[src/rtl/jfcm_pkg.sv]
// constants, types and helper functions for the jet false-color map
// no dependencies
`timescale 1ns / 1ps

package jfcm_pkg;

    localparam int SAMPLE_WIDTH  = 32;
    localparam int FRACTION_BITS = 16;
    // quotient bits of 8*diff/range with the fraction bits kept
    localparam int QUOT_BITS     = FRACTION_BITS + 3;
    // sample difference, one bit wider than a sample
    localparam int REM_W         = SAMPLE_WIDTH + 1;
    // gray level in [0,8]
    localparam int GRAY_W        = QUOT_BITS + 1;
    // ramp position in [0,2]
    localparam int T_W           = FRACTION_BITS + 2;
    localparam int ADDR_W        = 3;
    localparam int DATA_W        = 32;

    // register word index, paddr[ADDR_W-1:2]
    localparam logic REG_MIN_IDX = 1'b0;
    localparam logic REG_MAX_IDX = 1'b1;

    localparam logic [SAMPLE_WIDTH-1:0] RANGE_MIN_RST = SAMPLE_WIDTH'(0);
    localparam logic [SAMPLE_WIDTH-1:0] RANGE_MAX_RST = SAMPLE_WIDTH'(1) << FRACTION_BITS;

    // channel source codes
    localparam logic [1:0] CH_ZERO = 2'd0;
    localparam logic [1:0] CH_FULL = 2'd1;
    localparam logic [1:0] CH_RAMP = 2'd2;

    localparam logic [7:0] NO_DATA_LEVEL = 8'd128;
    localparam logic [7:0] LEVEL_MAX     = 8'd255;

    typedef struct packed {
        logic no_data;
        logic zero;
        logic sat;
    } ctl_t;

    typedef struct packed {
        logic [1:0]     mode;
        logic [T_W-1:0] pos;
    } chan_t;

    // floor((t*255 + one) / (2*one)), clamped to 255
    function automatic logic [7:0] ramp(input logic [T_W-1:0] t);
        logic [T_W+8:0] prod;
        logic [T_W+8:0] lvl;
        prod = ({9'b0, t} << 8) - {9'b0, t} + ((T_W+9)'(1) << FRACTION_BITS);
        lvl  = prod >> (FRACTION_BITS + 1);
        if (lvl > (T_W+9)'(LEVEL_MAX))
            return LEVEL_MAX;
        return lvl[7:0];
    endfunction

endpackage

[src/rtl/jet_false_color_map.sv]
// jet false-color map top level: config registers and the full pipeline
// depends on jfcm_pkg
`timescale 1ns / 1ps

// Maps one signed Q16.16 sample per clock to the 8-bit red, green and blue of
// the jet color scale. The sample is scaled against range_min / range_max
// (APB registers at byte addresses 0 and 4) to gray = 8*(v-min)/(max-min) with
// 16 fraction bits, clamped to [0,8]; samples below the minimum give gray 0,
// samples at or above the maximum give gray 8, and a maximum not above the
// minimum gives gray 0. A transaction with tuser set (no data) comes out as
// grey 128 on all three channels. The block takes a new transaction in every
// cycle and returns each result in order through its registered stages: one stage
// forms the difference, one classifies it, 19 stages each make one quotient
// bit of the restoring divider, and three more pick the gray level, select the
// color segment and evaluate the ramps. Only backpressure on the output side
// stalls it; the whole pipe then holds together. Write the range registers
// only while no transaction is in flight.
module jet_false_color_map
    import jfcm_pkg::*;
(
    input  logic                    clk,
    input  logic                    rst_n,
    // configuration
    input  logic                    psel,
    input  logic                    penable,
    input  logic                    pwrite,
    input  logic [ADDR_W-1:0]       paddr,
    input  logic [DATA_W-1:0]       pwdata,
    output logic [DATA_W-1:0]       prdata,
    output logic                    pready,
    // sample input
    input  logic                    s_axis_tvalid,
    output logic                    s_axis_tready,
    input  logic [SAMPLE_WIDTH-1:0] s_axis_tdata,   // [31:0] sample_value
    input  logic                    s_axis_tuser,   // [0] no_data
    // color output
    output logic                    m_axis_tvalid,
    input  logic                    m_axis_tready,
    output logic [23:0]             m_axis_tdata    // [7:0] red, [15:8] green, [23:16] blue
);

    // ------------------------------------------------------------------
    // configuration registers; the range is kept alongside so the
    // divider never has to subtract the two
    // ------------------------------------------------------------------
    logic [SAMPLE_WIDTH-1:0] range_min_reg;
    logic [SAMPLE_WIDTH-1:0] range_max_reg;
    logic signed [REM_W-1:0] span_reg;
    logic signed [REM_W-1:0] span_next;
    logic                    cfg_wr;
    logic                    cfg_idx;
    logic [SAMPLE_WIDTH-1:0] cfg_data;

    assign pready   = 1'b1;
    assign cfg_wr   = psel & penable & pwrite;
    assign cfg_idx  = paddr[ADDR_W-1];
    assign cfg_data = pwdata[SAMPLE_WIDTH-1:0];

    always_comb
    begin
        if (cfg_idx == REG_MIN_IDX)
            span_next = $signed({range_max_reg[SAMPLE_WIDTH-1], range_max_reg})
                      - $signed({cfg_data[SAMPLE_WIDTH-1], cfg_data});
        else
            span_next = $signed({cfg_data[SAMPLE_WIDTH-1], cfg_data})
                      - $signed({range_min_reg[SAMPLE_WIDTH-1], range_min_reg});
    end

    always_ff @(posedge clk or negedge rst_n)
    begin
        if (!rst_n)
        begin
            range_min_reg <= RANGE_MIN_RST;
            range_max_reg <= RANGE_MAX_RST;
            span_reg      <= REM_W'(RANGE_MAX_RST);
        end
        else if (cfg_wr)
        begin
            span_reg <= span_next;
            if (cfg_idx == REG_MIN_IDX)
                range_min_reg <= cfg_data;
            else
                range_max_reg <= cfg_data;
        end
    end

    // read back sign extended
    always_comb
    begin
        unique case (cfg_idx)
            REG_MIN_IDX: prdata = DATA_W'($signed(range_min_reg));
            REG_MAX_IDX: prdata = DATA_W'($signed(range_max_reg));
            default:     prdata = '0;
        endcase
    end

    // ------------------------------------------------------------------
    // pipeline advance: everything moves unless the output is held
    // ------------------------------------------------------------------
    logic adv;
    logic out_vld_reg;

    assign adv           = !out_vld_reg || m_axis_tready;
    assign s_axis_tready = adv;

    // stage 1: difference to the minimum
    logic                    s1_vld_reg;
    logic signed [REM_W-1:0] s1_diff_reg;
    logic                    s1_nd_reg;

    always_ff @(posedge clk or negedge rst_n)
    begin
        if (!rst_n)
            s1_vld_reg <= 1'b0;
        else if (adv)
            s1_vld_reg <= s_axis_tvalid;
    end

    always_ff @(posedge clk)
    begin
        if (adv)
        begin
            s1_diff_reg <= $signed({s_axis_tdata[SAMPLE_WIDTH-1], s_axis_tdata})
                         - $signed({range_min_reg[SAMPLE_WIDTH-1], range_min_reg});
            s1_nd_reg   <= s_axis_tuser;
        end
    end

    // stage 2 (divider entry 0): classify the difference, load the remainder
    logic             div_vld_reg  [0:QUOT_BITS];
    logic [REM_W-1:0] div_rem_reg  [0:QUOT_BITS];
    logic [QUOT_BITS-1:0] div_quot_reg [0:QUOT_BITS];
    ctl_t             div_ctl_reg  [0:QUOT_BITS];
    ctl_t             ctl_next;

    always_comb
    begin
        ctl_next.no_data = s1_nd_reg;
        ctl_next.zero    = (span_reg <= 0) || (s1_diff_reg <= 0);
        ctl_next.sat     = (s1_diff_reg >= span_reg);
    end

    always_ff @(posedge clk or negedge rst_n)
    begin
        if (!rst_n)
            div_vld_reg[0] <= 1'b0;
        else if (adv)
            div_vld_reg[0] <= s1_vld_reg;
    end

    always_ff @(posedge clk)
    begin
        if (adv)
        begin
            div_rem_reg[0]  <= s1_diff_reg;
            div_quot_reg[0] <= '0;
            div_ctl_reg[0]  <= ctl_next;
        end
    end

    // restoring divider, one quotient bit per stage
    genvar k;
    generate
        for (k = 1; k <= QUOT_BITS; k++)
        begin : g_div
            logic [REM_W:0]   shifted;
            logic [REM_W:0]   den;
            logic [REM_W:0]   sub;
            logic             ge;
            logic [REM_W-1:0] rem_next;

            assign shifted  = {div_rem_reg[k-1], 1'b0};
            assign den      = {1'b0, span_reg};
            assign sub      = shifted - den;
            assign ge       = shifted >= den;
            assign rem_next = ge ? sub[REM_W-1:0] : shifted[REM_W-1:0];

            always_ff @(posedge clk or negedge rst_n)
            begin
                if (!rst_n)
                    div_vld_reg[k] <= 1'b0;
                else if (adv)
                    div_vld_reg[k] <= div_vld_reg[k-1];
            end

            always_ff @(posedge clk)
            begin
                if (adv)
                begin
                    div_rem_reg[k]  <= rem_next;
                    div_quot_reg[k] <= {div_quot_reg[k-1][QUOT_BITS-2:0], ge};
                    div_ctl_reg[k]  <= div_ctl_reg[k-1];
                end
            end
        end
    endgenerate

    // gray stage: apply saturation
    localparam logic [GRAY_W-1:0] ONE_G   = GRAY_W'(1) << FRACTION_BITS;
    localparam logic [GRAY_W-1:0] THREE_G = GRAY_W'(3) << FRACTION_BITS;
    localparam logic [GRAY_W-1:0] FIVE_G  = GRAY_W'(5) << FRACTION_BITS;
    localparam logic [GRAY_W-1:0] SEVEN_G = GRAY_W'(7) << FRACTION_BITS;
    localparam logic [GRAY_W-1:0] EIGHT_G = GRAY_W'(8) << FRACTION_BITS;
    localparam logic [GRAY_W-1:0] NINE_G  = GRAY_W'(9) << FRACTION_BITS;

    logic              gr_vld_reg;
    logic [GRAY_W-1:0] gr_level_reg;
    logic [GRAY_W-1:0] gr_level_next;
    logic              gr_nd_reg;
    ctl_t              last_ctl;

    assign last_ctl = div_ctl_reg[QUOT_BITS];

    always_comb
    begin
        if (last_ctl.zero)
            gr_level_next = '0;
        else if (last_ctl.sat)
            gr_level_next = EIGHT_G;
        else
            gr_level_next = {1'b0, div_quot_reg[QUOT_BITS]};
    end

    always_ff @(posedge clk or negedge rst_n)
    begin
        if (!rst_n)
            gr_vld_reg <= 1'b0;
        else if (adv)
            gr_vld_reg <= div_vld_reg[QUOT_BITS];
    end

    always_ff @(posedge clk)
    begin
        if (adv)
        begin
            gr_level_reg <= gr_level_next;
            gr_nd_reg    <= last_ctl.no_data;
        end
    end

    // segment stage: pick what drives each channel
    logic  seg_vld_reg;
    logic  seg_nd_reg;
    chan_t seg_r_reg, seg_g_reg, seg_b_reg;
    chan_t seg_r_next, seg_g_next, seg_b_next;
    logic [GRAY_W-1:0] g_up1, g_dn1, g_dn3, g_5dn, g_7dn, g_9dn;

    assign g_up1 = gr_level_reg + ONE_G;
    assign g_dn1 = gr_level_reg - ONE_G;
    assign g_dn3 = gr_level_reg - THREE_G;
    assign g_5dn = FIVE_G - gr_level_reg;
    assign g_7dn = SEVEN_G - gr_level_reg;
    assign g_9dn = NINE_G - gr_level_reg;

    always_comb
    begin
        seg_r_next = '{mode: CH_ZERO, pos: '0};
        seg_g_next = '{mode: CH_ZERO, pos: '0};
        seg_b_next = '{mode: CH_ZERO, pos: '0};
        if (gr_level_reg <= ONE_G)
        begin
            // blue rises from half
            seg_b_next = '{mode: CH_RAMP, pos: g_up1[T_W-1:0]};
        end
        else if (gr_level_reg <= THREE_G)
        begin
            seg_g_next = '{mode: CH_RAMP, pos: g_dn1[T_W-1:0]};
            seg_b_next.mode = CH_FULL;
        end
        else if (gr_level_reg <= FIVE_G)
        begin
            seg_r_next = '{mode: CH_RAMP, pos: g_dn3[T_W-1:0]};
            seg_g_next.mode = CH_FULL;
            seg_b_next = '{mode: CH_RAMP, pos: g_5dn[T_W-1:0]};
        end
        else if (gr_level_reg <= SEVEN_G)
        begin
            seg_r_next.mode = CH_FULL;
            seg_g_next = '{mode: CH_RAMP, pos: g_7dn[T_W-1:0]};
        end
        else
        begin
            // red falls back to half
            seg_r_next = '{mode: CH_RAMP, pos: g_9dn[T_W-1:0]};
        end
    end

    always_ff @(posedge clk or negedge rst_n)
    begin
        if (!rst_n)
            seg_vld_reg <= 1'b0;
        else if (adv)
            seg_vld_reg <= gr_vld_reg;
    end

    always_ff @(posedge clk)
    begin
        if (adv)
        begin
            seg_r_reg  <= seg_r_next;
            seg_g_reg  <= seg_g_next;
            seg_b_reg  <= seg_b_next;
            seg_nd_reg <= gr_nd_reg;
        end
    end

    // output stage: evaluate ramps, substitute grey for missing samples
    logic [7:0] red_reg, green_reg, blue_reg;
    logic [7:0] red_next, green_next, blue_next;

    function automatic logic [7:0] chan_level(input chan_t c);
        logic [7:0] lvl;
        case (c.mode)
            CH_FULL: lvl = LEVEL_MAX;
            CH_RAMP: lvl = ramp(c.pos);
            default: lvl = '0;
        endcase
        return lvl;
    endfunction

    always_comb
    begin
        if (seg_nd_reg)
        begin
            red_next   = NO_DATA_LEVEL;
            green_next = NO_DATA_LEVEL;
            blue_next  = NO_DATA_LEVEL;
        end
        else
        begin
            red_next   = chan_level(seg_r_reg);
            green_next = chan_level(seg_g_reg);
            blue_next  = chan_level(seg_b_reg);
        end
    end

    always_ff @(posedge clk or negedge rst_n)
    begin
        if (!rst_n)
            out_vld_reg <= 1'b0;
        else if (adv)
            out_vld_reg <= seg_vld_reg;
    end

    always_ff @(posedge clk)
    begin
        if (adv)
        begin
            red_reg   <= red_next;
            green_reg <= green_next;
            blue_reg  <= blue_next;
        end
    end

    assign m_axis_tvalid = out_vld_reg;
    assign m_axis_tdata  = {blue_reg, green_reg, red_reg};

endmodule

[config.mk]
export PLATFORM = sky130hd
export DESIGN_NAME = jet_false_color_map
export DESIGN_NICKNAME = d
export VERILOG_FILES = /design/src/rtl/jfcm_pkg.sv /design/src/rtl/jet_false_color_map.sv
export SDC_FILE = /design/constraint.sdc
export NUM_CORES = 2
export LEC_CHECK = 0
export BUFFER_PORTS_ARGS = -buffer_cell sky130_fd_sc_hd__buf_2
export CORE_ASPECT_RATIO = 0.6
export CORE_MARGIN = 3
export CORE_UTILIZATION = 55
export DETAILED_ROUTE_END_ITERATION = 16
export PLACE_DENSITY_LB_ADDON = 0.2
export SYNTH_ARGS = -nofsm -noshare
export SYNTH_HDL_FRONTEND = slang
export SYNTH_SLANG_ARGS = --single-unit
[constraint.sdc]
create_clock -name clk -period 27.6 [get_ports clk]
set_input_delay 2.76 -clock clk [delete_from_list [all_inputs] [get_ports clk]]
set_output_delay 2.76 -clock clk [all_outputs]
set_load 0.01 [all_outputs]
==> results.tsv <==
metric	value	unit
layout-drive-gt1-share	8.384	%
clock_path_buffers	3	
grt_max_degree	178	
fin_crit	7.276	ns
die_y	305.6	um
nets	9385	
clockRootBuffer	clkbuf_16	
min_period_over_period	26.36	%
rows	109	
critPathMaxFanout	67	
globalRoute.totalOverflow	0	
holdWs	0.3913	ns
avgSynthCellArea	9.845	sq um
hold_path.class	register to register	
cts_tree	yes	
numCtsBuffers	113	
htree_levels	3	
max_slew_margin	15.26	%
viasPerCell	6.357	
worst-r2r-setup-slack	21.90	ns
path_clk_slew	0.06	ns
grt_pass1_vias	60580	
gp_congestion	0.9739	
start_util	55.62	%
cts.hold.buffers_added	0	
ys_types	114	
max-cap-violations	0	
crit_type	input pin to output pin	
die_w	505.4	um
syn_area	82300	sq um
synth-edff-count	1017	
ys_seq_area_share	40.79	%
fmax	0.1374	GHz
ys_warn_count	0	
clock_sinks	1138	
whs_path_depth	0	
regToRegStartpoint	span_reg[0]	
worst_slew_pin_slew	1.258	ns
fillers	12430	
grt.total_usage	31.09	%
ant_nets	0	
cp-end-kind	output pin	
dr.first_iter.drc_count	9084	
synth_nets	9302	
core-area	148000	sq um
drc	0	
async_flop_share	10.63	%
largest_reg_flops	627	
num_vias	67040	
portBuffers	130	
dr.pass1.iters	8	
synth_cells	8360	
hpwl	183300	um
grt_pass1_wl	371500	um
timing.rr.end	div_rem_reg[4][32]	
skew	0.04091	ns
yosysTopAreaCell	edfxtp_1	
synth_area_leaders	edfxtp_1 (37%), ha_1 (13%), a21oi_1 (4.8%)	
antenna_found_initial	16	
wl_per_cell	23.46	um
routed_wl	247400	um
setup_viol	0	
worstHoldStart	div_quot_reg[4][29]	
hold_viol	0	
synth-main-ff-cell	edfxtp_1	
area_growth	8.491	%
rsz0062_at_grt	no	
finalMaxSlewViolations	0	
hold_end	div_quot_reg[4][49]	
cts_setup_buffers	0	
critPathArrivalTime	4.52	ns
layout_common_cells	edfxtp_1 (1017), ha_1 (846), a21oi_1 (784), nand2_1 (739), o21ai_0 (648)	
layout_commonest_cell	edfxtp_1	
setup_tns	0	ns
ys_ff_latch	1138	
post_cts_resized	0	
status	complete, no violations	
io_pins	134	
worstSetupStartpointType	input pin	
insertion_delay	0.78	ns
critPathRequiredTime	24.84	ns
reg2reg_depth	13	
die_area	154500	sq um
synth_top_area_share	37.11	%
==> layer usage <==
layer | track usage, % | routed length [um] | vias to the layer above
met5 | 0 | 71 | -
met4 | 6.385 | 5372 | 10
li1 | - | - | 31470
met2 | 38.68 | 88980 | 3410
met1 | 51.71 | 119300 | 31810
met3 | 8.733 | 33730 | 338
==> Yosys cell counts, types with 38 or more instances <==
cell type  count
a211oi_1      64
a21o_1       388
a21oi_1      785
a31oi_1       83
and2_1        66
and3_1        59
clkbuf_1     191
dfrtp_1      119
edfxtp_1    1017
ha_1         846
inv_1        367
mux2_2       174
nand2_1      741
nand2b_1     108
nand3_1      127
nand4_1      107
nor2_1       590
nor2b_1      114
nor3_1       131
nor4_1        48
o21a_1       126
o21ai_0      649
o21bai_1      94
o31ai_1       66
or3_1         38
xnor2_1      358
xor2_1       235
==> cell families (layout without fill, tap and decap cells) <==
kind of cell / Yosys count / in the layout / share of synthesized area (%)
AOI/OAI and AO/OA: 2647 / 2647 / 20.32
xor gates and xnor gates: 593 / 593 / 6.311
adders and majority gates: 867 / 867 / 13.37
buffers and inverters: 618 / 798 / 2.902
DFF: 1138 / 1138 / 40.79
muxes: 229 / 229 / 3.217
other: 1 / 9 / 0.004556
and+or+nand+nor: 2267 / 2267 / 13.08
==> cell type report <==
| class | instances | area (sq um) | area share [%] |
|---|---|---|---|
| clock inverter | 74 | 909.6 | 1.019 |
| inverter | 372 | 1404 | 1.572 |
| clock buffer | 138 | 3078 | 3.447 |
| multi-input combinational | 6604 | 46470 | 52.04 |
| timing repair buffer | 214 | 1336 | 1.497 |
| tap | 1998 | 2500 | 2.800 |
| sequential | 1138 | 33570 | 37.60 |
| antenna | 8 | 20.02 | 0.02242 |
==> worst max-delay path, stage by stage <==
cell	delay, ns
buf_4	0.49
buf_4	0.63
mux2_2	0.42
buf_2	0.16
==> per-stage QoR <==
stage / area (sq um) / std cells / setup slack, ns / utilization (%)
floorplan: 82300 / 8360 / 2.079 / -
CTS: 89270 / 10540 / 20.36 / 60.33
global route: 89270 / 10540 / 20.19 / 60.33
finish: 89290 / 10550 / 20.32 / 60.34
global placement: 85280 / 10330 / 20.36 / 57.63
detailed placement: 85280 / 10330 / 20.37 / 57.63
==> worst max path at each step <==
stage	startpoint	end
2_1_floorplan	m_axis_tready	s_axis_tready
6_report	paddr[2]	prdata[0]
5_1_grt	paddr[2]	prdata[0]
4_1_cts	paddr[2]	prdata[0]
3_3_place_gp	paddr[2]	prdata[0]
3_5_place_dp	paddr[2]	prdata[0]
Power is left out: the tool's default activity adds up to more than one toggle a clock period on the data nets, which glitch-free logic cannot reach.
